===== src/xetc_pkg.sv =====
package xetc_pkg;

    // capture buffer depth and derived widths
    localparam int TEXT_MAX = 32;
    localparam int LEN_W    = $clog2(TEXT_MAX + 1);
    localparam int ADDR_W   = (TEXT_MAX > 1) ? $clog2(TEXT_MAX) : 1;

    localparam logic [3:0] FIELDS_RESET = 4'd5;

    // character codes
    localparam logic [7:0] CH_LT      = 8'h3C;
    localparam logic [7:0] CH_GT      = 8'h3E;
    localparam logic [7:0] CH_COMMA   = 8'h2C;
    localparam logic [7:0] CH_SPACE   = 8'h20;
    localparam logic [7:0] CH_NEWLINE = 8'h0A;

    // bracket count that marks a simple element line
    localparam logic [1:0] CNT_MATCH = 2'd2;
    localparam logic [1:0] CNT_SAT   = 2'd3;

    // request kinds carried in tuser
    localparam logic KIND_DATA = 1'b0;
    localparam logic KIND_EOS  = 1'b1;

    // capture phase codes
    localparam logic [1:0] PH_BEFORE  = 2'd0;
    localparam logic [1:0] PH_CAPTURE = 2'd1;
    localparam logic [1:0] PH_DONE    = 2'd2;

    typedef enum logic [4:0] {
        S_IDLE  = 5'b00001,
        S_FETCH = 5'b00010,
        S_TEXT  = 5'b00100,
        S_SEP1  = 5'b01000,
        S_SEP2  = 5'b10000
    } state_t;

endpackage


===== src/xml_element_text_to_csv_core.sv =====
// a data byte is taken and gives no output
// a matching line end sends each stored text byte by a buffer read, then an
// output load, then an end-of-text check and one or two separator loads
// s_axis_tready is low from a matching line end until the last separator is loaded
// rst_n is asynchronous and active low: clears line state, row position,
// sequencer and output valid; fields_per_row returns to 5
module xml_element_text_to_csv_core (
    input  logic       clk,
    input  logic       rst_n,
    // configuration: fields_per_row
    input  logic       cfg_wr_en,
    input  logic [3:0] cfg_wr_data,
    // input requests
    input  logic       s_axis_tvalid,
    output logic       s_axis_tready,
    input  logic [7:0] s_axis_tdata,   // [7:0] in_byte
    input  logic       s_axis_tuser,   // [0] kind
    // output requests
    output logic       m_axis_tvalid,
    input  logic       m_axis_tready,
    output logic [7:0] m_axis_tdata,   // [7:0] out_byte
    output logic       m_axis_tlast    // last byte of the run
);

    localparam int LEN_W  = xetc_pkg::LEN_W;
    localparam int ADDR_W = xetc_pkg::ADDR_W;

    // sequencer and line state
    xetc_pkg::state_t state_reg, state_next;
    logic [3:0]       fields_reg;
    logic [1:0]       open_reg, open_next;
    logic [1:0]       close_reg, close_next;
    logic [1:0]       phase_reg, phase_next;
    logic [LEN_W-1:0] len_reg, len_next;
    logic [3:0]       fpos_reg, fpos_next;

    // drain control
    logic [LEN_W-1:0] drain_len_reg, drain_len_next;
    logic [LEN_W-1:0] idx_reg, idx_next;
    logic             comma_reg, comma_next;

    // capture buffer, no reset
    logic [7:0] text_store_reg [xetc_pkg::TEXT_MAX];
    logic [7:0] rd_data_reg;
    logic       wr_en;
    logic [7:0] wr_data;

    // output register
    logic       out_valid_reg;
    logic [7:0] out_byte_reg;
    logic       out_last_reg;
    logic       load;
    logic [7:0] load_byte;
    logic       load_last;

    logic accept;
    logic line_end;
    logic match;
    logic slot_free;
    logic idx_lt_len;
    logic row_continues;

    assign s_axis_tready = (state_reg == xetc_pkg::S_IDLE);
    assign accept        = s_axis_tvalid && s_axis_tready;
    assign line_end      = (s_axis_tuser == xetc_pkg::KIND_EOS)
                        || (s_axis_tdata == xetc_pkg::CH_NEWLINE);
    assign match         = (open_reg == xetc_pkg::CNT_MATCH)
                        && (close_reg == xetc_pkg::CNT_MATCH);
    assign slot_free     = !out_valid_reg || m_axis_tready;

    // the one compare used by the drain loop
    assign idx_lt_len    = (idx_reg < drain_len_reg);

    // another value fits in this row; a width of zero acts as one
    assign row_continues = ({1'b0, fpos_reg} + 5'd1) < {1'b0, fields_reg};

    always_comb
    begin
        state_next     = state_reg;
        open_next      = open_reg;
        close_next     = close_reg;
        phase_next     = phase_reg;
        len_next       = len_reg;
        fpos_next      = fpos_reg;
        drain_len_next = drain_len_reg;
        idx_next       = idx_reg;
        comma_next     = comma_reg;
        wr_en          = 1'b0;
        wr_data        = (s_axis_tdata == xetc_pkg::CH_COMMA) ? xetc_pkg::CH_SPACE
                                                              : s_axis_tdata;
        load           = 1'b0;
        load_byte      = xetc_pkg::CH_NEWLINE;
        load_last      = 1'b0;

        unique case (state_reg)
            xetc_pkg::S_IDLE:
            begin
                if (accept)
                begin
                    if (line_end)
                    begin
                        // close the line and start the drain if it matched
                        if (match)
                        begin
                            drain_len_next = len_reg;
                            idx_next       = '0;
                            comma_next     = row_continues;
                            fpos_next      = row_continues ? fpos_reg + 4'd1 : 4'd0;
                            state_next     = xetc_pkg::S_FETCH;
                        end
                        if (s_axis_tuser == xetc_pkg::KIND_EOS)
                        begin
                            fpos_next = 4'd0;
                        end
                        open_next  = 2'd0;
                        close_next = 2'd0;
                        phase_next = xetc_pkg::PH_BEFORE;
                        len_next   = '0;
                    end
                    else if (s_axis_tdata == xetc_pkg::CH_LT)
                    begin
                        if (open_reg != xetc_pkg::CNT_SAT)
                        begin
                            open_next = open_reg + 2'd1;
                        end
                        if (phase_reg == xetc_pkg::PH_CAPTURE)
                        begin
                            phase_next = xetc_pkg::PH_DONE;
                        end
                    end
                    else
                    begin
                        // store before the phase moves, so a later '>' is text
                        if (phase_reg == xetc_pkg::PH_CAPTURE
                            && len_reg < LEN_W'(xetc_pkg::TEXT_MAX))
                        begin
                            wr_en    = 1'b1;
                            len_next = len_reg + LEN_W'(1);
                        end
                        if (s_axis_tdata == xetc_pkg::CH_GT)
                        begin
                            if (close_reg != xetc_pkg::CNT_SAT)
                            begin
                                close_next = close_reg + 2'd1;
                            end
                            if (phase_reg == xetc_pkg::PH_BEFORE)
                            begin
                                phase_next = xetc_pkg::PH_CAPTURE;
                            end
                        end
                    end
                end
            end
            xetc_pkg::S_FETCH:
            begin
                // buffer read issued at idx_reg, data ready next cycle
                state_next = idx_lt_len ? xetc_pkg::S_TEXT : xetc_pkg::S_SEP1;
            end
            xetc_pkg::S_TEXT:
            begin
                if (slot_free)
                begin
                    load       = 1'b1;
                    load_byte  = rd_data_reg;
                    idx_next   = idx_reg + LEN_W'(1);
                    state_next = xetc_pkg::S_FETCH;
                end
            end
            xetc_pkg::S_SEP1:
            begin
                if (slot_free)
                begin
                    load = 1'b1;
                    if (comma_reg)
                    begin
                        load_byte  = xetc_pkg::CH_COMMA;
                        state_next = xetc_pkg::S_SEP2;
                    end
                    else
                    begin
                        load_byte  = xetc_pkg::CH_NEWLINE;
                        load_last  = 1'b1;
                        state_next = xetc_pkg::S_IDLE;
                    end
                end
            end
            xetc_pkg::S_SEP2:
            begin
                if (slot_free)
                begin
                    load       = 1'b1;
                    load_byte  = xetc_pkg::CH_SPACE;
                    load_last  = 1'b1;
                    state_next = xetc_pkg::S_IDLE;
                end
            end
            default:
            begin
                state_next = xetc_pkg::S_IDLE;
            end
        endcase
    end

    always_ff @(posedge clk or negedge rst_n)
    begin
        if (!rst_n)
        begin
            state_reg     <= xetc_pkg::S_IDLE;
            fields_reg    <= xetc_pkg::FIELDS_RESET;
            open_reg      <= 2'd0;
            close_reg     <= 2'd0;
            phase_reg     <= xetc_pkg::PH_BEFORE;
            len_reg       <= '0;
            fpos_reg      <= 4'd0;
            drain_len_reg <= '0;
            idx_reg       <= '0;
            comma_reg     <= 1'b0;
            out_valid_reg <= 1'b0;
        end
        else
        begin
            state_reg     <= state_next;
            open_reg      <= open_next;
            close_reg     <= close_next;
            phase_reg     <= phase_next;
            len_reg       <= len_next;
            fpos_reg      <= fpos_next;
            drain_len_reg <= drain_len_next;
            idx_reg       <= idx_next;
            comma_reg     <= comma_next;
            if (cfg_wr_en)
            begin
                fields_reg <= cfg_wr_data;
            end
            if (load)
            begin
                out_valid_reg <= 1'b1;
            end
            else if (m_axis_tready)
            begin
                out_valid_reg <= 1'b0;
            end
        end
    end

    // output payload
    always_ff @(posedge clk)
    begin
        if (load)
        begin
            out_byte_reg <= load_byte;
            out_last_reg <= load_last;
        end
    end

    // capture buffer: one write port, one registered read port
    always_ff @(posedge clk)
    begin
        if (wr_en)
        begin
            text_store_reg[len_reg[ADDR_W-1:0]] <= wr_data;
        end
        rd_data_reg <= text_store_reg[idx_reg[ADDR_W-1:0]];
    end

    assign m_axis_tvalid = out_valid_reg;
    assign m_axis_tdata  = out_byte_reg;
    assign m_axis_tlast  = out_last_reg;

    // drain index never passes the captured length
    a_idx_bound: assert property (@(posedge clk) disable iff (!rst_n)
        (state_reg != xetc_pkg::S_IDLE) |-> (idx_reg <= drain_len_reg))
        else $error("drain index past captured length");

    // captured length stays within the buffer
    a_len_bound: assert property (@(posedge clk) disable iff (!rst_n)
        len_reg <= LEN_W'(xetc_pkg::TEXT_MAX))
        else $error("capture length overflow");

    // a run always ends on a separator byte
    a_last_sep: assert property (@(posedge clk) disable iff (!rst_n)
        (out_valid_reg && out_last_reg)
            |-> (out_byte_reg == xetc_pkg::CH_NEWLINE
                 || out_byte_reg == xetc_pkg::CH_SPACE))
        else $error("run ended on a text byte");

    // the space of a comma separator follows the comma load
    a_sep2_order: assert property (@(posedge clk) disable iff (!rst_n)
        (state_reg == xetc_pkg::S_SEP2) |-> comma_reg)
        else $error("second separator without comma");

endmodule


===== config.mk =====
export PLATFORM = sky130hd
export DESIGN_NAME = xml_element_text_to_csv_core
export DESIGN_NICKNAME = d
export VERILOG_FILES = /design/src/xetc_pkg.sv /design/src/xml_element_text_to_csv_core.sv
export SDC_FILE = /design/constraint.sdc
export NUM_CORES = 1
export LEC_CHECK = 0
export BUFFER_PORTS_ARGS = -buffer_cell sky130_fd_sc_hd__buf_2
export CAP_MARGIN = 10
export CORE_MARGIN = 8
export CORE_UTILIZATION = 62
export DETAILED_ROUTE_END_ITERATION = 7
export PLACE_DENSITY_LB_ADDON = 0.15
export SLEW_MARGIN = 20
export SYNTH_ARGS = -nofsm -noshare
export SYNTH_HDL_FRONTEND = slang
export SYNTH_SLANG_ARGS = --single-unit

===== constraint.sdc =====
create_clock -name clk -period 3.5 [get_ports clk]
set_input_delay 0.35 -clock clk [delete_from_list [all_inputs] [get_ports clk]]
set_output_delay 0.35 -clock clk [all_outputs]
set_load 0.02 [all_outputs]

==> out/results.txt, run 1 <==
status -> finished clean
Yosys cell types -> 51
synth warn -> 0
Final Slew Violations -> 0
largest net degree at the start of global routing -> 70
register area share after synthesis -> 0.7157
die area -> 0.02534 mm²
ANT nets after route -> 0
cell count after synthesis -> 701
unrepaired setup endpoints after global routing -> false
initial antenna violation count -> 1
CTS Buffer Depth -> 3
Mapped Avg Cell Area -> 18.13 µm²
syn_nets -> 737
Post-Route WL -> 26650 µm
final period utilization -> 0.8378
Root Driver -> clkbuf_16
WL/cell -> 24.91 µm
Startpoint Class -> flip-flop
Starting Density -> 0.6302
Max-Cap Viols -> 0
Tmin final -> 2.932 ns
Pwr Density -> 508.2 mW/mm²
Worst VDD drop -> 407.3 µV
Tot GR Track Use -> 0.2114
CTS tree -> built
first-pass GRT wire length -> 41200 µm
antenna cells -> 0
number of flip-flops in the largest register -> 256
setup TNS -> 0 ns
register bit total from synthesis -> 312
Leakage Power -> 4.818 nW
Arr. time, crit path -> 3.06 ns
synthesized cell area -> 0.01271 mm²
max frequency -> 341.0 MHz
drt pass-1 iters -> 5
core area -> 0.02017 mm²
# DRC -> 0
Post-synth EDFFs -> 265
clk_skew -> 0.01284 ns
chip height -> 159.2 µm
# clock sinks -> 312
register-to-register setup slack -> 0.57 ns
vias in the first global route -> 6993
CTS Buf Count -> 34
Setup-failing EPs final -> 0
htree depth -> 2
Slew @ Worst Pin -> 1.018 ns
DRT iter0 DRCs -> 523
input/output buffers -> 28
final hold vios -> 0
total grt overflow -> 0
via count -> 6812
post-route cell area -> 0.01441 mm²
Worst Hold Class -> in -> reg
DP HPWL -> 16780 µm
crit path max fanout -> 8
Setup CP Type -> reg -> reg
Die Span X -> 159.2 µm
Crit. End Element -> flip-flop
Async SR Flop Fraction -> 0.1250
Placer Congestion -> 0.8231
Layout area overhead -> 13.34%
Worst-Skew Late Latency -> 0.50 ns
Crit path required time -> 3.63 ns
vias per inst -> 6.366
ratio of cells with drive above 1 in the final layout -> 0.2713
worst rel slew slack -> 0.3212
clock-pin slew on the worst setup and hold paths -> 0.06 ns
Synth Flop Type -> edfxtp_1
Placed Area -> 0.01341 mm²
fin nets -> 811
Ports -> 29
cell row count -> 52
==> Yosys cell counts, types with 4 or more instances <==
| library cell | instances | area share |
|---|---|---|
| a21boi_0 | 4 | 0.0024 |
| a21oi_1 | 12 | 0.0047 |
| a22o_1 | 4 | 0.0028 |
| and2_1 | 6 | 0.0030 |
| buf_1 | 4 | 0.0012 |
| buf_2 | 8 | 0.0032 |
| clkbuf_1 | 23 | 0.0068 |
| dfrtp_1 | 36 | 0.071 |
| dfxtp_1 | 8 | 0.013 |
| edfxtp_1 | 265 | 0.63 |
| ha_1 | 18 | 0.018 |
| inv_1 | 17 | 0.0050 |
| mux2_2 | 11 | 0.0097 |
| mux4_2 | 80 | 0.14 |
| nand2_1 | 35 | 0.010 |
| nand3_1 | 13 | 0.0051 |
| nand3b_1 | 5 | 0.0030 |
| nor2_1 | 47 | 0.014 |
| nor2b_1 | 4 | 0.0020 |
| nor3_1 | 11 | 0.0043 |
| o21ai_0 | 27 | 0.011 |
| o31ai_1 | 6 | 0.0035 |
==> layout by cell type, fill, tap and decap left out, types with 4 or more instances in the layout <==
cell type,instances
mux2_2,11
clkinv_1,13
buf_2,28
ha_1,18
o31ai_1,6
edfxtp_1,265
dfrtp_1,34
nand2_1,35
nand3_1,13
a22o_1,4
mux4_2,80
nand3b_1,5
and2_1,6
nor2_1,47
nor3_1,11
a21oi_1,12
clkbuf_16,35
dfxtp_1,8
o21ai_0,27
clkbuf_1,8
inv_1,17
buf_4,44
==> metrics by stage <==
step                      power (mW)  worst slack [ns]  std cells    util  hold WS [ns]
after floorplan                4.165            0.9705        701       -       0.05441
after global placement         4.222            0.6193       1008  0.6647        0.4736
after detailed placement       4.228            0.4740       1008  0.6647        0.4752
after CTS                      7.382            0.5850       1070  0.7143       0.05974
after global routing           7.532            0.3249       1070  0.7143       0.07011
final                          7.321            0.5676       1070  0.7143       0.06848
==> layer usage <==
layer,global-route usage,up-vias,wire length [µm]
li1,-,2959,-
met1,0.2765,3479,10630
met2,0.3504,294,13290
met3,0.03956,78,1802
met4,0.07890,2,915
met5,0,-,13
==> cells by family after synthesis <==
logic type               count (synthesis)  share of synthesized area
multiplexers                            91                     0.1515
buffers and inverters                   54                    0.01791
adder cells (fa/ha/maj)                 18                    0.01772
flip-flops                             312                     0.7157
AO/OA/AOI/OAI                           71                    0.03475
XOR/XNOR                                 5                   0.003446
AND/OR/NAND/NOR                        150                    0.05896
==> layout make-up <==
class,count,area (µm²)
clock buffer,43,905.9
clock inverter,18,83.83
fill,1242,5763
inverter,17,63.81
multi-input combinational,335,3392
sequential,312,9102
tap,270,337.8
timing repair buffer,75,520.5
==> report_power, final <==
group          leakage [nW]  internal, mW  switching [mW]
combinational          1.40        0.0249          0.0857
clock                 0.483          1.83            1.34
sequential             2.94          4.04         0.00173
==> worst max-delay path, stage by stage (launching register included) <==
cell	delay, ns
dfstp_2	0.59
nor2b_1	0.22
nand3_1	0.10
buf_4	0.18
nor3_1	0.50
nand2_1	0.41
nor2_1	0.57
==> final timing paths <==
kind	from	end	depth (start not counted)
setup / recovery	state_reg[0]	text_store_reg[17][2]	6
hold / removal	cfg_wr_data[2]	fields_reg[2]	3
setup reg to reg	state_reg[0]	text_store_reg[17][2]	6
hold reg to reg	drain_len_reg[0]	drain_len_reg[0]	2
max in group asynchronous	rst_n	idx_reg[0]	2
min in group asynchronous	rst_n	fields_reg[1]	2
==> timing repair <==
action	in CTS	in global routing
endpoints found under the hold margin	36	0
buffers inserted	0	0
setup endpoints to repair	0	0
hold buffers	1	0
resized for setup	0	0
Note: power is estimated with default switching activity, not from simulation.
==> run 2, diff against run 1 <==
--- a/config.mk
+++ b/config.mk
@@ -8,7 +8,7 @@
 export BUFFER_PORTS_ARGS = -buffer_cell sky130_fd_sc_hd__buf_2
 export CAP_MARGIN = 10
 export CORE_MARGIN = 8
-export CORE_UTILIZATION = 62
+export CORE_UTILIZATION = 56
 export DETAILED_ROUTE_END_ITERATION = 7
 export PLACE_DENSITY_LB_ADDON = 0.15
 export SLEW_MARGIN = 20
==> constraint.sdc (replaced) <==
create_clock -name clk -period 2.51 [get_ports clk]
set_input_delay 0.251 -clock clk [delete_from_list [all_inputs] [get_ports clk]]
set_output_delay 0.251 -clock clk [all_outputs]
set_load 0.02 [all_outputs]
==> run 2 against run 1 <==
Setup slack got worse by 0.43 ns. Sequential power increased by 39%. Cell count increased by 4.0%. Wire length increased by 1.7%. Combinational power increased by 65%. Flip-flop and latch count unchanged. Non-clock buffer count increased by 33. Die area increased by 9.6%. Critical path depth increased by 2. Critical endpoint is now fpos_reg[0]. Largest cell class unchanged. Largest power group unchanged.
==> out/results.txt, run 2 (synthesis gave the netlist of run 1 again) <==
status -> finished clean
largest net degree at the start of global routing -> 40
Ports -> 29
commonest cells after routing, fill and taps aside -> edfxtp_1, mux4_2, buf_4
# DRC -> 0
clock-pin slew on the worst setup and hold paths -> 0.06 ns
pre-CTS WS -> -0.01493 ns
cell row count -> 55
crit path max fanout -> 4
crit path launch -> fpos_reg[0]
htree depth -> 1
fin nets -> 840
chip height -> 166.7 µm
setup TNS -> 0 ns
clk_skew -> 0.008628 ns
Setup CP Type -> reg -> reg
Worst-Skew Late Latency -> 0.55 ns
vias per inst -> 6.129
Startpoint Class -> flip-flop
Root Driver -> clkbuf_16
total grt overflow -> 0
Placer Congestion -> 0.8469
Tot GR Track Use -> 0.1977
Max-Cap Viols -> 0
WL/cell -> 24.36 µm
Starting Density -> 0.5666
Largest stage delay, worst path -> 0.41 ns
DP HPWL -> 17740 µm
initial antenna violation count -> 0
# clock sinks -> 312
ratio of cells with drive above 1 in the final layout -> 0.2971
Leakage Power -> 4.992 nW
final std cells w/o fill -> 1113
Crit. End Element -> flip-flop
Arr. time, crit path -> 2.86 ns
CP max-delay cell -> dfrtp_1
input/output buffers -> 28
worst rel slew slack -> 0.4164
Setup-failing EPs final -> 0
commonest non-fill, non-tap cell in the layout -> edfxtp_1
Tmin final -> 2.370 ns
Final Worst Setup Slack -> 0.1399 ns
Die Span X -> 166.7 µm
drt pass-1 iters -> 8
Slew @ Worst Pin -> 0.8754 ns
CTS Buffer Depth -> 3
DRT iter0 DRCs -> 878
CTS Buf Count -> 30
number of flip-flops in the largest register -> 256
Layout area overhead -> 16.22%
start of the worst register-to-register path -> fpos_reg[0]
first-pass GRT wire length -> 42090 µm
antenna cells -> 0
vias in the first global route -> 7019
final hold vios -> 0
final core occ -> 0.6585
max frequency -> 421.9 MHz
final period utilization -> 0.9443
Worst VDD drop -> 407.0 µV
most frequent CP cell -> ha_1
Worst Hold Class -> in -> reg
CTS tree -> built
via count -> 6822
ANT nets after route -> 0
Power, Total -> 10.27 mW
worst-path cell chain -> ha_1 -> xor2_1 -> ha_1 -> or3_1 -> o22ai_2 -> nand2_1 -> nor4_2 -> mux2_2
die area -> 0.02778 mm²
Crit path required time -> 3.00 ns
Post-Route WL -> 27110 µm
# placed instances -> 1046
Final Slew Violations -> 0
Pwr Density -> 695.4 mW/mm²
core area -> 0.02243 mm²
worst min-delay path startpoint -> cfg_wr_en
run 2: repair_timing:
item,in CTS,in global routing
gates resized for setup,2,1
setup endpoints to repair,15,3
hold endpoints to repair,40,0
pin swaps,0,0
hold buffers,11,0
cloned,0,0
buffers inserted,0,0
run 2: cell type report:
type                            count  area (µm²)
Clock inverter                     14       178.9
Sequential cell                   312        9102
Fill cell                        1480        7661
Timing Repair Buffer              108       855.8
Multi-Input combinational cell    335        3410
Clock buffer                       42       805.8
Inverter                           17       63.81
Tap cell                          285       356.6
run 2: through the flow:
stage	area [µm²]	hold slack, ns
5_1_grt	14770	0.05645
3_3_place_gp	13660	0.4087
2_1_floorplan	12710	-0.04459
4_1_cts	14770	0.03590
3_5_place_dp	13660	0.4167
6_report	14770	0.06750
run 2: critical path, delay by kind of cell, from the launching register on:
kind	cells	cell delay, ns
AOI/OAI and AO/OA	1	0.21
xor gates and xnor gates	1	0.19
adders and majority gates	2	0.49
DFF	1	0.41
muxes	1	0.22
and+or+nand+nor	3	0.79
run 2: per-layer routing:
metal,vias to the layer above,part of all wire,track usage
met1,3501,0.42,0.2714
met4,0,0.040,0.08147
met5,-,0,0
met2,259,0.47,0.3107
li1,3003,-,-
met3,59,0.066,0.03593
run 2: worst paths after layout:
check                                    to  slack, ns  cells past startpoint
max in group asynchronous        idx_reg[0]       1.50                      2
min                           fields_reg[0]       0.07                      2
min reg2reg                drain_len_reg[0]       0.50                      2
max                             fpos_reg[0]       0.14                      8
max reg2reg                     fpos_reg[0]       0.14                      8
min in group asynchronous     m_axis_tvalid       0.37                      2
run 2: report_power, final:
group / internal [mW] / total (mW) / switching [mW]
sequential: 5.63 / 5.63 / 0.00219
combinational: 0.0528 / 0.183 / 0.130
clock: 2.65 / 4.46 / 1.81
==> run 3, diff against run 2 <==
--- a/config.mk
+++ b/config.mk
@@ -7,6 +7,7 @@
 export LEC_CHECK = 0
 export BUFFER_PORTS_ARGS = -buffer_cell sky130_fd_sc_hd__buf_2
 export CAP_MARGIN = 10
+export CORE_ASPECT_RATIO = 1.4
 export CORE_MARGIN = 8
 export CORE_UTILIZATION = 56
 export DETAILED_ROUTE_END_ITERATION = 7
==> constraint.sdc (replaced) <==
create_clock -name clk -period 2.51 [get_ports clk]
set_input_delay 0.251 -clock clk [delete_from_list [all_inputs] [get_ports clk]]
set_output_delay 0.251 -clock clk [all_outputs]
set_load 0.01 [all_outputs]
==> run 3 against run 2 <==
Clock power down 4.5%. Combinational power about the same. Largest power group unchanged. Critical path type unchanged. Highest routed layer unchanged. Die area up 0.24%. Flip-flop and latch count unchanged. Sequential share of layout area up 0.60 points. Clock skew down 0.0011 ns. Cell count about the same. First-iteration DRC count down 38%. Via count down 3.4%. Clock-buffer cell count down 12.
==> out/results.txt, run 3 (synthesis gave the netlist of run 1 again) <==
Setup-failing EPs final -> 0
Power, Total -> 10.08 mW
clk_skew -> 0.007511 ns
max frequency -> 427.0 MHz
Arr. time, crit path -> 2.82 ns
WL/cell -> 23.59 µm
Max-Cap Viols -> 0
Leakage Power -> 4.902 nW
Placer Congestion -> 0.8597
Startpoint Class -> flip-flop
antenna cells -> 0
core area -> 0.02245 mm²
Slew @ Worst Pin -> 0.9138 ns
register-to-register setup slack -> 0.17 ns
Ports -> 29
# placed instances -> 1056
Worst VDD drop -> 515.1 µV
htree depth -> 1
Starting Density -> 0.5663
commonest cells after routing, fill and taps aside -> edfxtp_1, mux4_2, buf_4
via count -> 6590
fin nets -> 829
final std cells w/o fill -> 1114
# clock sinks -> 312
initial antenna violation count -> 0
commonest non-fill, non-tap cell in the layout -> edfxtp_1
chip height -> 194.3 µm
vias in the first global route -> 6857
Tot GR Track Use -> 0.1933
drt pass-1 iters -> 5
Largest stage delay, worst path -> 0.41 ns
worst-path cell chain -> ha_1 -> xor2_1 -> ha_1 -> or3_1 -> o22ai_2 -> nand2_1 -> nor4_4 -> mux2_2
CTS tree -> built
Tmin final -> 2.342 ns
Die Span X -> 143.3 µm
CP max-delay cell -> dfrtp_1
ANT nets after route -> 0
clock-pin slew on the worst setup and hold paths -> 0.07 ns
Placed Area -> 0.01360 mm²
DRT iter0 DRCs -> 545
largest net degree at the start of global routing -> 40
status -> finished clean
final core occ -> 0.6518
# fillers -> 1536
number of flip-flops in the largest register -> 256
Post-CTS Setup Inserts -> 0
die area -> 0.02784 mm²
final period utilization -> 0.9331
# DRC -> 0
unrepaired setup endpoints after global routing -> false
Crit path required time -> 2.98 ns
Root Driver -> clkbuf_16
Setup CP Type -> reg -> reg
CTS Buf Count -> 27
post-route cell area -> 0.01463 mm²
Post-Route WL -> 26280 µm
first-pass GRT wire length -> 40340 µm
pre-CTS WS -> -0.05541 ns
input/output buffers -> 28
Final Worst Setup Slack -> 0.1680 ns
setup TNS -> 0 ns
Layout area overhead -> 15.10%
crit path max fanout -> 4
total grt overflow -> 0
DP HPWL -> 17350 µm
Worst Hold Class -> in -> reg
most frequent CP cell -> ha_1
Worst-Skew Late Latency -> 0.53 ns
minimum hold slack -> 0.06516 ns
Final Slew Violations -> 0
ratio of cells with drive above 1 in the final layout -> 0.2940
CTS Buffer Depth -> 3
cell row count -> 65
final hold vios -> 0
vias per inst -> 5.916
worst rel slew slack -> 0.3908
Crit. End Element -> flip-flop
Pwr Density -> 688.7 mW/mm²
[run 3: layout make-up]
cell class | count | area [µm²] | share of cell area
Sequential cell | 312 | 9102 | 0.6222
Multi-Input combinational cell | 335 | 3418 | 0.2336
Timing Repair Buffer | 100 | 753.2 | 0.05148
Clock buffer | 30 | 686.9 | 0.04695
Tap cell | 301 | 376.6 | 0.02574
Clock inverter | 19 | 229.0 | 0.01565
Inverter | 17 | 63.81 | 0.004362
[run 3: worst max-delay path: cells and delay by family, from the launching register on]
family,cells,cell delay [ns]
AND/OR/NAND/NOR,3,0.78
adder cells (fa/ha/maj),2,0.48
flip-flops,1,0.41
multiplexers,1,0.21
XOR/XNOR,1,0.18
AO/OA/AOI/OAI,1,0.21
[run 3: worst paths after layout]
check | cells past startpoint | to | start
worst min register to register | 2 | drain_len_reg[0] | drain_len_reg[0]
min in group asynchronous | 2 | fields_reg[3] | rst_n
worst min-delay path | 2 | fields_reg[0] | cfg_wr_en
worst max register to register | 8 | fpos_reg[0] | fpos_reg[0]
worst max-delay path | 8 | fpos_reg[0] | fpos_reg[0]
max in group asynchronous | 2 | idx_reg[0] | rst_n
[run 3: where the power goes]
group / total [mW] / switching [mW] / internal [mW]
sequential: 5.63 / 0.00244 / 5.63
combinational: 0.185 / 0.134 / 0.0508
clock: 4.26 / 1.77 / 2.49
[run 3: what timing repair did]
action | 4_1_cts | 5_1_grt
hold buffers | 9 | 0
gates resized for setup | 2 | 2
pin swaps | 0 | 0
hold endpoints to repair | 40 | 0
endpoints found under the setup margin | 11 | 3
[run 3: per-layer routing]
layer | wire length [µm] | part of all wire | vias to the layer above | global-route usage
met5 | 0 | 0 | - | 0
met4 | 1026 | 0.039 | 0 | 0.08050
met3 | 1390 | 0.053 | 56 | 0.03080
met2 | 13610 | 0.52 | 208 | 0.3303
met1 | 10250 | 0.39 | 3357 | 0.2390
li1 | - | - | 2969 | -
